===== config.mk =====
export PLATFORM = sky130hd
export DESIGN_NAME = hsvatc_cell
export DESIGN_NICKNAME = d
export VERILOG_FILES = /design/src/rtl/hsv_area_trace_classifier_defines.svh /design/src/rtl/hsvatc_pkg.sv /design/src/rtl/hsvatc_cell.sv
export SDC_FILE = /design/constraint.sdc
export NUM_CORES = 1
export LEC_CHECK = 0
export BUFFER_PORTS_ARGS = -buffer_cell sky130_fd_sc_hd__buf_2
export CAP_MARGIN = 10
export CORE_MARGIN = 10
export CORE_UTILIZATION = 35
export CTS_CLUSTER_SIZE = 20
export DETAILED_ROUTE_END_ITERATION = 10
export PLACE_DENSITY = 0.51
export SLEW_MARGIN = 20
export SYNTH_ARGS = -nofsm -noshare
export SYNTH_HDL_FRONTEND = slang
export SYNTH_SLANG_ARGS = --single-unit

===== constraint.sdc =====
create_clock -name i_clk -period 9.2 [get_ports i_clk]
set_clock_uncertainty 0.2 [all_clocks]
set_input_delay 1.38 -clock i_clk [delete_from_list [all_inputs] [get_ports i_clk]]
set_output_delay 1.38 -clock i_clk [all_outputs]
set_load 0.1 [all_outputs]

===== src/rtl/hsv_area_trace_classifier_defines.svh =====
// ---------------------------------------------------------------------------
// hsv_area_trace_classifier_defines
// Assertion macros used by the classifier top level.
// ---------------------------------------------------------------------------
`ifndef HSV_AREA_TRACE_CLASSIFIER_DEFINES_SVH
`define HSV_AREA_TRACE_CLASSIFIER_DEFINES_SVH

// same-cycle implication, sampled on i_clk, off while i_rst_n is low
`define HSVATC_ASSERT_NOW(lbl, ante, cons) \
    lbl: assert property (@(posedge i_clk) disable iff (!i_rst_n) \
        (ante) |-> (cons)) else $error("hsvatc: same-cycle check failed");

// next-cycle implication
`define HSVATC_ASSERT_NEXT(lbl, ante, cons) \
    lbl: assert property (@(posedge i_clk) disable iff (!i_rst_n) \
        (ante) |=> (cons)) else $error("hsvatc: next-cycle check failed");

`endif


===== src/rtl/hsvatc_pkg.sv =====
// ---------------------------------------------------------------------------
// hsvatc_pkg
// Types and constants of the HSV area classifier.
// ---------------------------------------------------------------------------
package hsvatc_pkg;

    localparam int AREA_COUNT = 8;   // cells in the chain, indexed 0..7

    localparam logic [11:0] ONE_Q = 12'd4095;

    localparam logic FUNC_LOAD = 1'b0;
    localparam logic FUNC_PIX  = 1'b1;

    localparam logic [1:0] MODE_OFF   = 2'd0;
    localparam logic [1:0] MODE_RANGE = 2'd1;
    localparam logic [1:0] MODE_TURN  = 2'd2;
    localparam logic [1:0] MODE_LINE  = 2'd3;

    typedef struct packed {
        logic        func;
        logic [2:0]  area_index;
        logic [1:0]  area_mode;
        logic [11:0] hue_low;
        logic [11:0] hue_high;
        logic [11:0] area_thickness;
        logic [11:0] cut_slope;
        logic [11:0] cut_intercept;
        logic [35:0] target_rgb;
        logic [11:0] pix_hue;
        logic [11:0] pix_sat;
        logic [11:0] pix_val;
    } t_in_beat;

    typedef struct packed {
        logic        matched;
        logic [11:0] out_red;
        logic [11:0] out_green;
        logic [11:0] out_blue;
    } t_out_beat;

    // pixel travelling down the chain with the first match so far
    typedef struct packed {
        logic        valid;
        logic [11:0] hue;
        logic [11:0] sat;
        logic [11:0] val;
        logic [23:0] sv;
        logic        matched;
        logic [35:0] rgb;
    } t_pix_beat;

endpackage


===== src/rtl/hsvatc_cell.sv =====
// ---------------------------------------------------------------------------
// hsvatc_cell
// One area entry and its two-stage match test; first match down the chain wins.
// ---------------------------------------------------------------------------
module hsvatc_cell (
    input  logic                  i_clk,
    input  logic                  i_rst_n,
    input  logic                  i_adv,
    input  logic                  i_wr_en,
    input  hsvatc_pkg::t_in_beat  i_in,
    input  hsvatc_pkg::t_pix_beat i_pix,
    output hsvatc_pkg::t_pix_beat o_pix,
    output logic                  o_busy
);
    import hsvatc_pkg::*;

    // area entry
    logic [1:0]  r_mode;
    logic [11:0] r_lo, r_hi, r_thick, r_len, r_icp;
    logic [35:0] r_rgb;

    // stage A: products and flags
    t_pix_beat          r_pa;
    logic               r_en, r_line, r_pre_ok;
    logic [35:0]        r_lhs;
    logic signed [26:0] r_rhs_base;
    // stage B: decided pixel
    t_pix_beat          r_pb;

    logic               n_line, n_pre_ok, w_hue_ok;
    logic [11:0]        w_len_c;
    logic [35:0]        n_lhs;
    logic signed [13:0] w_diff;
    logic signed [26:0] n_rhs_base;
    logic signed [39:0] w_rhs, w_lhs_s;
    logic               w_cmp, w_hit;
    t_pix_beat          n_pb;

    always_ff @(posedge i_clk) begin
        if (!i_rst_n) begin
            r_mode <= MODE_OFF;
        end else if (i_wr_en) begin
            r_mode <= i_in.area_mode;
        end
    end

    always_ff @(posedge i_clk) begin
        if (i_wr_en) begin
            r_lo    <= i_in.hue_low;
            r_hi    <= i_in.hue_high;
            r_thick <= i_in.area_thickness;
            r_len   <= i_in.cut_slope;
            r_icp   <= i_in.cut_intercept;
            r_rgb   <= i_in.target_rgb;
        end
    end

    always_comb begin
        if (r_lo < r_hi) begin
            w_hue_ok = (i_pix.hue >= r_lo) && (i_pix.hue <= r_hi);
        end else if (r_hi < r_lo) begin
            w_hue_ok = (i_pix.hue >= r_lo) || (i_pix.hue <= r_hi);
        end else begin
            w_hue_ok = (r_mode == MODE_TURN) || (i_pix.hue == r_lo);
        end
        n_line = (r_mode == MODE_LINE);
        if (n_line) begin
            n_pre_ok = r_thick >= i_pix.val;
        end else begin
            n_pre_ok = w_hue_ok && (r_thick >= (ONE_Q - i_pix.sat));
        end
        w_len_c    = ONE_Q - r_len;
        n_lhs      = {24'd0, w_len_c} * {12'd0, i_pix.sv};
        w_diff     = $signed({2'b00, ONE_Q}) - $signed({2'b00, i_pix.val})
                     - $signed({2'b00, r_icp});
        n_rhs_base = 27'(w_diff) * $signed({15'd0, r_len});
    end

    always_ff @(posedge i_clk) begin
        if (!i_rst_n) begin
            r_pa.valid <= 1'b0;
        end else if (i_adv) begin
            r_pa       <= i_pix;
            r_en       <= (r_mode != MODE_OFF);
            r_line     <= n_line;
            r_pre_ok   <= n_pre_ok;
            r_lhs      <= n_lhs;
            r_rhs_base <= n_rhs_base;
        end
    end

    // black side when (1-L)*s*v < (1-v-I)*L*4095; a zero slope never cuts
    always_comb begin
        w_rhs   = (40'(r_rhs_base) <<< 12) - 40'(r_rhs_base);
        w_lhs_s = $signed({4'd0, r_lhs});
        w_cmp   = w_lhs_s < w_rhs;
        if (r_line) begin
            w_hit = r_pre_ok && ((r_pa.sv == 24'd0) || w_cmp);
        end else begin
            w_hit = r_pre_ok && (r_pa.sv != 24'd0) && !w_cmp;
        end
        n_pb = r_pa;
        if (!r_pa.matched && r_en && w_hit) begin
            n_pb.matched = 1'b1;
            n_pb.rgb     = r_rgb;
        end
    end

    always_ff @(posedge i_clk) begin
        if (!i_rst_n) begin
            r_pb.valid <= 1'b0;
        end else if (i_adv) begin
            r_pb <= n_pb;
        end
    end

    assign o_pix  = r_pb;
    assign o_busy = r_pa.valid | r_pb.valid;

endmodule


==> Yosys cells after proc, flatten, opt, wreduce, memory -nomap -nowiden <==
Cells that the tools add are included.
{ "word_totals": {"register_bits": 360, "inputBits": 240, "out_inout_bits": 99} }
{ "classes": {"add_sub_neg": 5, "multipliers": 2, "order_cmp": 7, "eq_ne": 3, "n_mux": 5, "bitwise": 1, "reduce_logical": 16} }
{ "op_table": {"columns": ["op", "count"], "rows": [
  ["37-bit by 40-bit less-than comparator with 1-bit output", 1],
  ["39-bit by 27-bit subtractor with 40-bit output", 1],
  ["12-bit greater-or-equal comparator", 3],
  ["12-bit by 24-bit multiplier with 36-bit output", 1],
  ["36-bit 2-to-1 mux", 1],
  ["14-bit by 13-bit multiplier with 27-bit output", 1],
  ["24-bit logical NOT", 1],
  ["12-bit less-than comparator", 2],
  ["24-bit nonzero test", 1],
  ["12-bit subtractor (first input constant)", 2],
  ["13-bit by 13-bit subtractor with 14-bit output", 1],
  ["12-bit by 12-bit subtractor with 13-bit output (first input constant)", 1],
  ["12-bit equality test", 1],
  ["12-bit <= comparator", 1],
  ["1-bit logical AND", 7],
  ["2-bit equality test (second input constant)", 2],
  ["1-bit 2-to-1 mux", 4],
  ["1-bit logical OR", 3],
  ["1-bit logical NOT", 2],
  ["2-bit AND reduction", 1],
  ["2-bit nonzero test", 1],
  ["1-bit OR", 1]
]} }

==> Longest topological paths before layout <==
Gate-level depths: netlist of run 1.
{ "logic_depth": {"word_depth": 7, "ltp_mapped": 35, "mapped_depth_nobuf": 34} }

==> Worst setup path after synthesis of run 1 <==
OpenSTA, ideal clock, no wires.
{ "synth_path": {"path_type": "input port to flip-flop", "from": "input i_pix[62] in the netlist's numbering", "to": "register r_rhs_base[26], data pin", "setup_ns": 0.260, "arrival_ns": 8.058, "required_ns": 8.740, "slack_ns": 0.682, "path_stages": 31, "path_buffers": 1, "path_cell_list": "inv_1 ha_1 nor2b_1 o21ai_0 a21boi_0 o21ai_0 a21boi_0 o21ai_0 a21boi_0 o31ai_1 a21oi_1 a21oi_1 clkbuf_1 nand2_1 fa_1 fa_1 inv_1 fa_1 fa_1 inv_1 fa_1 inv_1 ha_1 a21o_1 a21oi_1 nor2b_1 o21ai_0 nand4_1 a31o_2 a21oi_1 xnor2_1"} }
{ "synth_via": {"elab_chain_cells": 3} }
{ "synth_rtl": {"columns": ["element", "line", "rtl"], "rows": [
  ["start, declared", "hsvatc_cell.sv:11", "input hsvatc_pkg::t_pix_beat i_pix,"],
  ["12-bit by 12-bit subtractor with 13-bit output", "hsvatc_cell.sv:74", "w_diff = $signed({2'b00, ONE_Q}) - $signed({2'b00, i_pix.val})"],
  ["13-bit by 13-bit subtractor with 14-bit output", "hsvatc_cell.sv:75", "- $signed({2'b00, r_icp});"],
  ["14-bit by 13-bit multiplier with 27-bit output", "hsvatc_cell.sv:76", "n_rhs_base = 27'(w_diff) * $signed({15'd0, r_len});"],
  ["via n_rhs_base[26]", "hsvatc_cell.sv:34", "logic signed [26:0] n_rhs_base;"],
  ["end signal, assigned", "hsvatc_cell.sv:88", "r_rhs_base <= n_rhs_base;"],
  ["end, declared", "hsvatc_cell.sv:26", "logic signed [26:0] r_rhs_base;"]
]} }
The timed path passes the listed nets, and every way through them passes these cells.
A chain may end at the register's enable or synchronous reset.

==> Worst setup path in the final report of run 1 <==
{ "layout_path": {"from": "input i_pix[62] in the netlist's numbering", "to": "register r_rhs_base[25], data pin"} }
The elaborated chain is that of the path after synthesis.

==> results.sh, run 1 <==
export IMPL_status="finished, final reports clean"
export IMPL_crit_fanout=17
export IMPL_cp_required_ps=9350
export IMPL_core_rowCount=109
export IMPL_start_kind="input pin"
export IMPL_grt_overflow=0
export IMPL_die_x_um=319
export IMPL_async_flop_share=0
export IMPL_setup_violations=0
export IMPL_grt_pass1_wl_um=124000
export IMPL_path_class="input pin to flip-flop"
export IMPL_gp_congestion=0.852
export IMPL_hold_buffers=0
export IMPL_ant_nets=0
export IMPL_slew_violations=0
export IMPL_crit_path_end_kind="flip-flop"
export IMPL_reg2reg_slack_ps=1290
export IMPL_grt_pass1_vias=22400
export IMPL_fp_dieH_um=319
export IMPL_synth_edf_count=356
export IMPL_syn_nets=3667
export IMPL_reg2reg_depth=33
export IMPL_maxSlewHeadroom=0.347
export IMPL_maxCapViolations=0
export IMPL_initialDrtViolationCount=927
export IMPL_drc_errors=0
export IMPL_slowest_delay_ps=610
export IMPL_dp_hpwl_um=61300
export IMPL_worstReg2RegEnd="r_rhs_base[25]"
export IMPL_arrival_ps=8620
export IMPL_area_delta_synth_final_pct=13.7
export IMPL_seq_area_frac_synth=0.343
export IMPL_ctsResizeCount=0
export IMPL_netlist_instances=2777
export IMPL_viasPerCell=4.72
export IMPL_grt_usage=0.152
export IMPL_ys_warn_count=0
export IMPL_io_pins=339
export IMPL_rsz0062_at_grt="no"
export IMPL_cts_clk_slew_worst_paths_ps=60
export IMPL_tightestPinTransition_ps=980
export IMPL_post_drt_wl_per_cell_um=18.0
export IMPL_min_period_ps=8470
export IMPL_cp_endpoint="r_rhs_base[25]"
export IMPL_start_util=0.354
export IMPL_clock_sinks=360
export IMPL_syn_area_mm2=0.0314
export IMPL_synth_ff_latch_count=360
export IMPL_synth_ff_type="edfxtp_1"
export IMPL_cts_tree="built"
export IMPL_grt_max_degree=154
export IMPL_core_area_mm2=0.0886
export IMPL_ctsRootBufferMaster="clkbuf_16"
export IMPL_yosysUniqueCellTypes=64
export IMPL_fmax_ghz=0.118
export IMPL_num_vias=20100
export IMPL_grt_antenna_before_repair=5
export IMPL_layout_nets=3947
export IMPL_syn_area_per_cell_um2=11.3
export IMPL_reg2reg_from="r_icp[1]"
export IMPL_die_area_mm2=0.102
export IMPL_setup_tns_ps=0
export IMPL_final_layout_size_suffix_gt1_frac=0.147
export IMPL_final_period_utilization=0.921
export IMPL_crit_slowest_cell="fa_1"
export IMPL_routed_wl_um=76800
export IMPL_cts_made_buffers=43
export IMPL_min_path_cells=0
export IMPL_startpoint="i_pix[62]"
export IMPL_clockBufferDepth=3
export IMPL_cts_setup_buffers=0
export IMPL_htreeDepth=2
export IMPL_hold_viol_final=0
export IMPL_clk_latency_ps=600
export IMPL_portBuffers=298
export IMPL_hold_class="flip-flop to flip-flop"
export IMPL_firstDrtPassIters=5
[worst max-delay path, delay by kind of cell]
family / cells / cell delay (ps)
AOI/OAI and AO/OA: 15 / 2990
adders and majority gates: 7 / 3140
xor gates and xnor gates: 1 / 80
and+or+nand+nor: 5 / 480
buffers and inverters: 6 / 570
[sequential cells by signal, indices dropped and copies added (netlist names)]
| name | cells |
|---|---|
| r_len | 12 |
| r_rgb | 36 |
| r_pre_ok | 1 |
| r_hi | 12 |
| o_pix | 98 |
| r_en | 1 |
| n_pb | 61 |
| r_icp | 12 |
| r_pa | 37 |
| r_lo | 12 |
| r_rhs_base | 27 |
| r_line | 1 |
| r_thick | 12 |
| r_lhs | 36 |
| r_mode | 2 |
[placed cells by master, fill, tap and decap left out, types with 85 or more instances in the layout]
cell        n
inv_1     509
fa_1      379
edfxtp_1  356
buf_2     297
ha_1      271
nand2b_1  190
nor2b_1   149
nand2_1   134
a21oi_1   100
and2_1     85
[logic make-up (layout without fill, tap and decap cells)]
logic type | Yosys count | after routing | synth area share
compound gates | 296 | 296 | 0.0599
mux | 42 | 42 | 0.0183
flops | 360 | 360 | 0.343
xor+xnor | 91 | 91 | 0.0254
simple gates | 730 | 730 | 0.129
other cells | 0 | 5 | 0
fa+ha+maj | 650 | 650 | 0.350
buf+inv | 608 | 921 | 0.0745
[area by class of cell]
cell class,count,area [µm²]
fill,8569,53000
multi-input combinational,1809,18300
sequential,360,10800
inverter,509,1910
timing repair buffer,334,1800
tap,1165,1460
clock buffer,46,1090
clock inverter,32,373
antenna,5,12.5
[per-layer routing]
| metal | up-vias | GRT usage | routed length [µm] |
|---|---|---|---|
| met1 | 10200 | 0.182 | 31900 |
| met5 | - | 0 | 13 |
| met4 | 2 | 0.0476 | 2090 |
| met2 | 314 | 0.274 | 39800 |
| met3 | 113 | 0.0283 | 3010 |
| li1 | 9541 | - | - |
[synth_stat cells, types with 11 or more instances]
| cell | instances | area [µm²] |
|---|---|---|
| nand4_1 | 21 | 131 |
| edfxtp_1 | 356 | 10700 |
| a21o_1 | 57 | 428 |
| nor3_1 | 21 | 105 |
| o21ai_0 | 56 | 280 |
| and2_1 | 86 | 538 |
| nand2_1 | 134 | 503 |
| nand2b_1 | 190 | 1190 |
| a211oi_1 | 11 | 82.6 |
| ha_1 | 271 | 3390 |
| o21a_1 | 14 | 105 |
| clkbuf_1 | 95 | 357 |
| mux2_4 | 29 | 435 |
| a21oi_1 | 100 | 500 |
| nand3_1 | 24 | 120 |
| xnor2_1 | 62 | 543 |
| nor2b_1 | 149 | 932 |
| inv_1 | 509 | 1910 |
| xor2_1 | 29 | 254 |
| nor2_1 | 66 | 248 |
| fa_1 | 379 | 7590 |
[through the flow]
step           instance area, µm²  cells  setup WS (ps)  utilization  hold WS, ps
3_5_place_dp                34200   4177           98.6        0.386          205
6_report                    35700   4260            729        0.403          216
3_3_place_gp                34200   4177            253        0.386          201
2_1_floorplan               31400   2777            682            -          200
5_1_grt                     35700   4259           46.9        0.402          219
4_1_cts                     35700   4255            726        0.402          218
[worst min path at each step]
stage | from | end | slack (ps)
6_report | n_pb[66] | o_pix[66] | 220
3_3_place_gp | n_pb[76] | o_pix[76] | 200
2_1_floorplan | n_pb[61] | o_pix[61] | 200
5_1_grt | n_pb[69] | o_pix[69] | 220
3_5_place_dp | n_pb[94] | o_pix[94] | 210
4_1_cts | n_pb[66] | o_pix[66] | 220
Power of run 1 is left out: the tool's default activity adds up to more than one toggle a clock period on the data nets, which glitch-free logic cannot reach.
==> run 2, diff against run 1 <==
CTS_CLUSTER_DIAMETER = 150   (was default)
clock period = 7.8 ns   (was 9.2 ns; I/O delays follow)
==> results.sh, run 2 (synthesized netlist as in run 1, its figures left out) <==
export IMPL_drc_errors=0
export IMPL_start_kind="input pin"
export IMPL_crit_slowest_cell="fa_1"
export IMPL_viasPerCell=4.72
export IMPL_fillers=8536
export IMPL_cts_made_buffers=23
export IMPL_place_inst=4264
export IMPL_layout_nets=4017
export IMPL_post_drt_wl_per_cell_um=18.1
export IMPL_path_class="input pin to flip-flop"
export IMPL_core_rowCount=109
export IMPL_tightestPinTransition_ps=1130
export IMPL_status="finished, final reports clean"
export IMPL_portBuffers=298
export IMPL_gp_congestion=0.852
export IMPL_fp_dieH_um=319
export IMPL_cp_required_ps=7950
export IMPL_design_area_mm2=0.0358
export IMPL_place_ws_ps=-592
export IMPL_place_area_mm2=0.0349
export IMPL_start_util=0.354
export IMPL_slew_violations=0
export IMPL_die_area_mm2=0.102
export IMPL_setup_tns_ps=0
export IMPL_grt_overflow=0
export IMPL_final_cell_mix="inv_1, fa_1, edfxtp_1"
export IMPL_ant_nets=0
export IMPL_largest_reg_flops=98
export IMPL_min_period_ps=7480
export IMPL_grt_usage=0.152
export IMPL_dp_hpwl_um=63100
export IMPL_clk_latency_ps=610
export IMPL_final_common_cell="inv_1"
export IMPL_initialDrtViolationCount=976
export IMPL_num_vias=20300
export IMPL_fin_cells=4307
export IMPL_clock_sinks=360
export IMPL_fmax_ghz=0.134
export IMPL_grt_max_degree=131
export IMPL_slowest_delay_ps=550
export IMPL_io_pins=339
export IMPL_grt_pass1_vias=22500
export IMPL_setup_violations=0
export IMPL_grt_antenna_before_repair=3
export IMPL_cts_tree="built"
export IMPL_crit_path_end_kind="flip-flop"
export IMPL_hold_buffers=0
export IMPL_cts_clk_slew_worst_paths_ps=90
export IMPL_final_layout_size_suffix_gt1_frac=0.175
export IMPL_core_area_mm2=0.0886
export IMPL_maxCapViolations=0
export IMPL_htreeDepth=1
export IMPL_ctsRootBufferMaster="clkbuf_16"
export IMPL_firstDrtPassIters=5
export IMPL_maxSlewHeadroom=0.238
export IMPL_area_delta_synth_final_pct=14.1
export IMPL_die_x_um=319
export IMPL_crit_fanout=7
export IMPL_grt_pass1_wl_um=124000
export IMPL_routed_wl_um=77900
export IMPL_hold_class="flip-flop to flip-flop"
export IMPL_hold_viol_final=0
export IMPL_clockBufferDepth=3
export IMPL_final_period_utilization=0.959
export IMPL_fin_ws_ps=317
export IMPL_arrival_ps=7630
run 2: cell count changes in the layout (fill, tap and decap cells not counted), sizes merged:
cell      delta
buf         +90
bufinv       -7
clkbuf      -14
clkinv      -19
clkinvlp     -3
diode        -3
inv          +3
run 2: worst max-delay path, delay by kind of cell:
family | cells | cell delay, ps
and+or+nand+nor | 4 | 720
AOI/OAI and AO/OA | 11 | 1850
buffers and inverters | 8 | 630
xor gates and xnor gates | 2 | 150
adders and majority gates | 7 | 3110
run 2: layout make-up:
cell class | instances | area (µm²) | share of cell area
clock inverters | 6 | 68.8 | 0.00192
inverters | 509 | 1910 | 0.0534
flip-flops and latches | 360 | 10800 | 0.301
multi-input cells | 1809 | 18500 | 0.516
diodes | 2 | 5.00 | 0.000140
well taps | 1165 | 1460 | 0.0407
repair buffers | 424 | 2510 | 0.0700
clock buffers | 32 | 609 | 0.0170
run 2: worst paths after layout:
| check | startpoint | to | slack (ps) | depth (start not counted) |
|---|---|---|---|---|
| max | i_pix[62] | r_rhs_base[25] | 320 | 32 |
| min | n_pb[61] | o_pix[61] | 210 | 0 |
| max reg2reg | r_icp[1] | r_rhs_base[25] | 670 | 34 |
| min reg2reg | n_pb[61] | o_pix[61] | 210 | 0 |
run 2: layer usage:
layer / share of wire / GRT usage
met1: 0.43 / 0.192
met2: 0.51 / 0.272
met3: 0.035 / 0.0181
met4: 0.025 / 0.0398
met5: 0.000090 / 0
run 2: metrics by stage:
stage / utilization / hold WS (ps)
floorplan: - / 200
global placement: 0.394 / 200
detailed placement: 0.394 / 205
CTS: 0.402 / 210
global route: 0.404 / 226
finish: 0.404 / 213
run 2: what timing repair did:
item | in CTS | in global routing
setup endpoints to repair | 0 | 10
endpoints found under the hold margin | 0 | 0
setup buffers | 0 | 3
gates resized for setup | 0 | 39
Power of run 2 is left out for the same reason.
==> run 3, diff against run 2 <==
CORE_UTILIZATION = 31   (was 35)
CTS_BUF_LIST = sky130_fd_sc_hd__clkbuf_8   (was default)
PLACE_DENSITY = 0.47   (was 0.51)
==> results.sh, run 3 (synthesized netlist as in run 1, its figures left out) <==
export IMPL_hold_class="flip-flop to flip-flop"
export IMPL_min_path_cells=0
export IMPL_fmax_ghz=0.134
export IMPL_place_inst=4463
export IMPL_hold_buffers=0
export IMPL_viasPerCell=4.41
export IMPL_initialDrtViolationCount=969
export IMPL_place_area_mm2=0.0352
export IMPL_final_common_cell="inv_1"
export IMPL_cts_clk_slew_worst_paths_ps=150
export IMPL_firstDrtPassIters=5
export IMPL_reg2reg_depth=31
export IMPL_slew_violations=0
export IMPL_hold_viol_final=0
export IMPL_arrival_ps=7730
export IMPL_min_from="n_pb[72]"
export IMPL_grt_overflow=0
export IMPL_layout_nets=4022
export IMPL_dp_hpwl_um=63100
export IMPL_reg2reg_slack_ps=590
export IMPL_grt_pass1_vias=21600
export IMPL_clk_latency_ps=720
export IMPL_fillers=10200
export IMPL_fin_cells=4504
export IMPL_final_layout_size_suffix_gt1_frac=0.171
export IMPL_die_x_um=338
export IMPL_holdPathEnd="o_pix[72]"
export IMPL_min_period_ps=7440
export IMPL_tightestPinTransition_ps=951
export IMPL_setup_violations=0
export IMPL_cp_required_ps=8090
export IMPL_largest_reg_flops=98
export IMPL_maxCapViolations=0
export IMPL_ant_nets=0
export IMPL_die_area_mm2=0.114
export IMPL_clock_sinks=360
export IMPL_final_cell_mix="inv_1, fa_1, edfxtp_1"
export IMPL_core_area_mm2=0.100
export IMPL_path_class="input pin to flip-flop"
export IMPL_cts_tree="built"
export IMPL_reg2reg_from="r_icp[1]"
export IMPL_start_util=0.313
export IMPL_post_drt_wl_per_cell_um=17.4
export IMPL_fin_ws_ps=359
export IMPL_worstReg2RegEnd="r_rhs_base[25]"
export IMPL_status="finished, final reports clean"
export IMPL_fp_dieH_um=338
export IMPL_slowest_delay_ps=540
export IMPL_crit_fanout=5
export IMPL_drc_errors=0
export IMPL_place_ws_ps=-558
export IMPL_clockBufferDepth=3
export IMPL_maxSlewHeadroom=0.366
export IMPL_crit_path_end_kind="flip-flop"
export IMPL_grt_antenna_before_repair=9
export IMPL_ctsRootBufferMaster="clkbuf_8"
export IMPL_num_vias=19900
export IMPL_io_pins=339
export IMPL_area_delta_synth_final_pct=13.8
export IMPL_start_kind="input pin"
export IMPL_htreeDepth=1
export IMPL_final_period_utilization=0.954
export IMPL_gp_congestion=0.798
export IMPL_grt_max_degree=132
export IMPL_crit_slowest_cell="fa_1"
export IMPL_core_rowCount=116
export IMPL_routed_wl_um=78500
export IMPL_grt_pass1_wl_um=125000
export IMPL_portBuffers=298
export IMPL_grt_usage=0.137
export IMPL_design_area_mm2=0.0357
export IMPL_cts_made_buffers=23
[run 3: per-layer routing]
layer	vias up	track usage	wire, µm
met1	9906	0.179	35300
met5	-	0	49
met2	256	0.242	39100
li1	9656	-	-
met4	10	0.0252	1310
met3	57	0.0195	2790
[run 3: worst max-delay path: cells and delay by family]
kind                       cells  cell delay [ps]
adders and majority gates      7             2780
AOI/OAI and AO/OA             12             2160
and+or+nand+nor                5              810
buffers and inverters          8              740
xor gates and xnor gates       1               70
[run 3: repair_timing]
item,CTS,global route
gates resized for setup,0,21
endpoints found under the setup margin,0,4
setup buffers,0,0
[run 3: worst max path at each step]
stage / from / to / slack, ps / cells past startpoint
floorplan: i_pix[61] / r_rhs_base[26] / -6 / 33
global placement: i_pix[62] / r_rhs_base[26] / -570 / 34
detailed placement: i_pix[62] / r_rhs_base[26] / -560 / 34
CTS: i_pix[62] / r_rhs_base[26] / 270 / 34
global route: i_pix[62] / r_rhs_base[26] / -30 / 34
finish: i_pix[62] / r_rhs_base[25] / 360 / 33
[run 3: layout make-up]
cell class              instances  area [µm²]  area share
diodes                          4        10.0    0.000280
clock buffers                  24         330     0.00925
clock inverters                12        85.1     0.00238
inverters                     509        1910      0.0535
multi-input cells            1809       18400       0.515
flip-flops and latches        360       10800       0.302
well taps                    1357        1700      0.0475
repair buffers                429        2510      0.0704
[run 3: per-stage QoR]
stage	hold slack (ps)	TNS [ps]	utilization
5_1_grt	239	-47.2	0.356
3_3_place_gp	201	-3690	0.351
6_report	231	0	0.356
3_5_place_dp	205	-3650	0.351
2_1_floorplan	200	-6.44	-
4_1_cts	227	0	0.355
Power of run 3 is left out for the same reason.
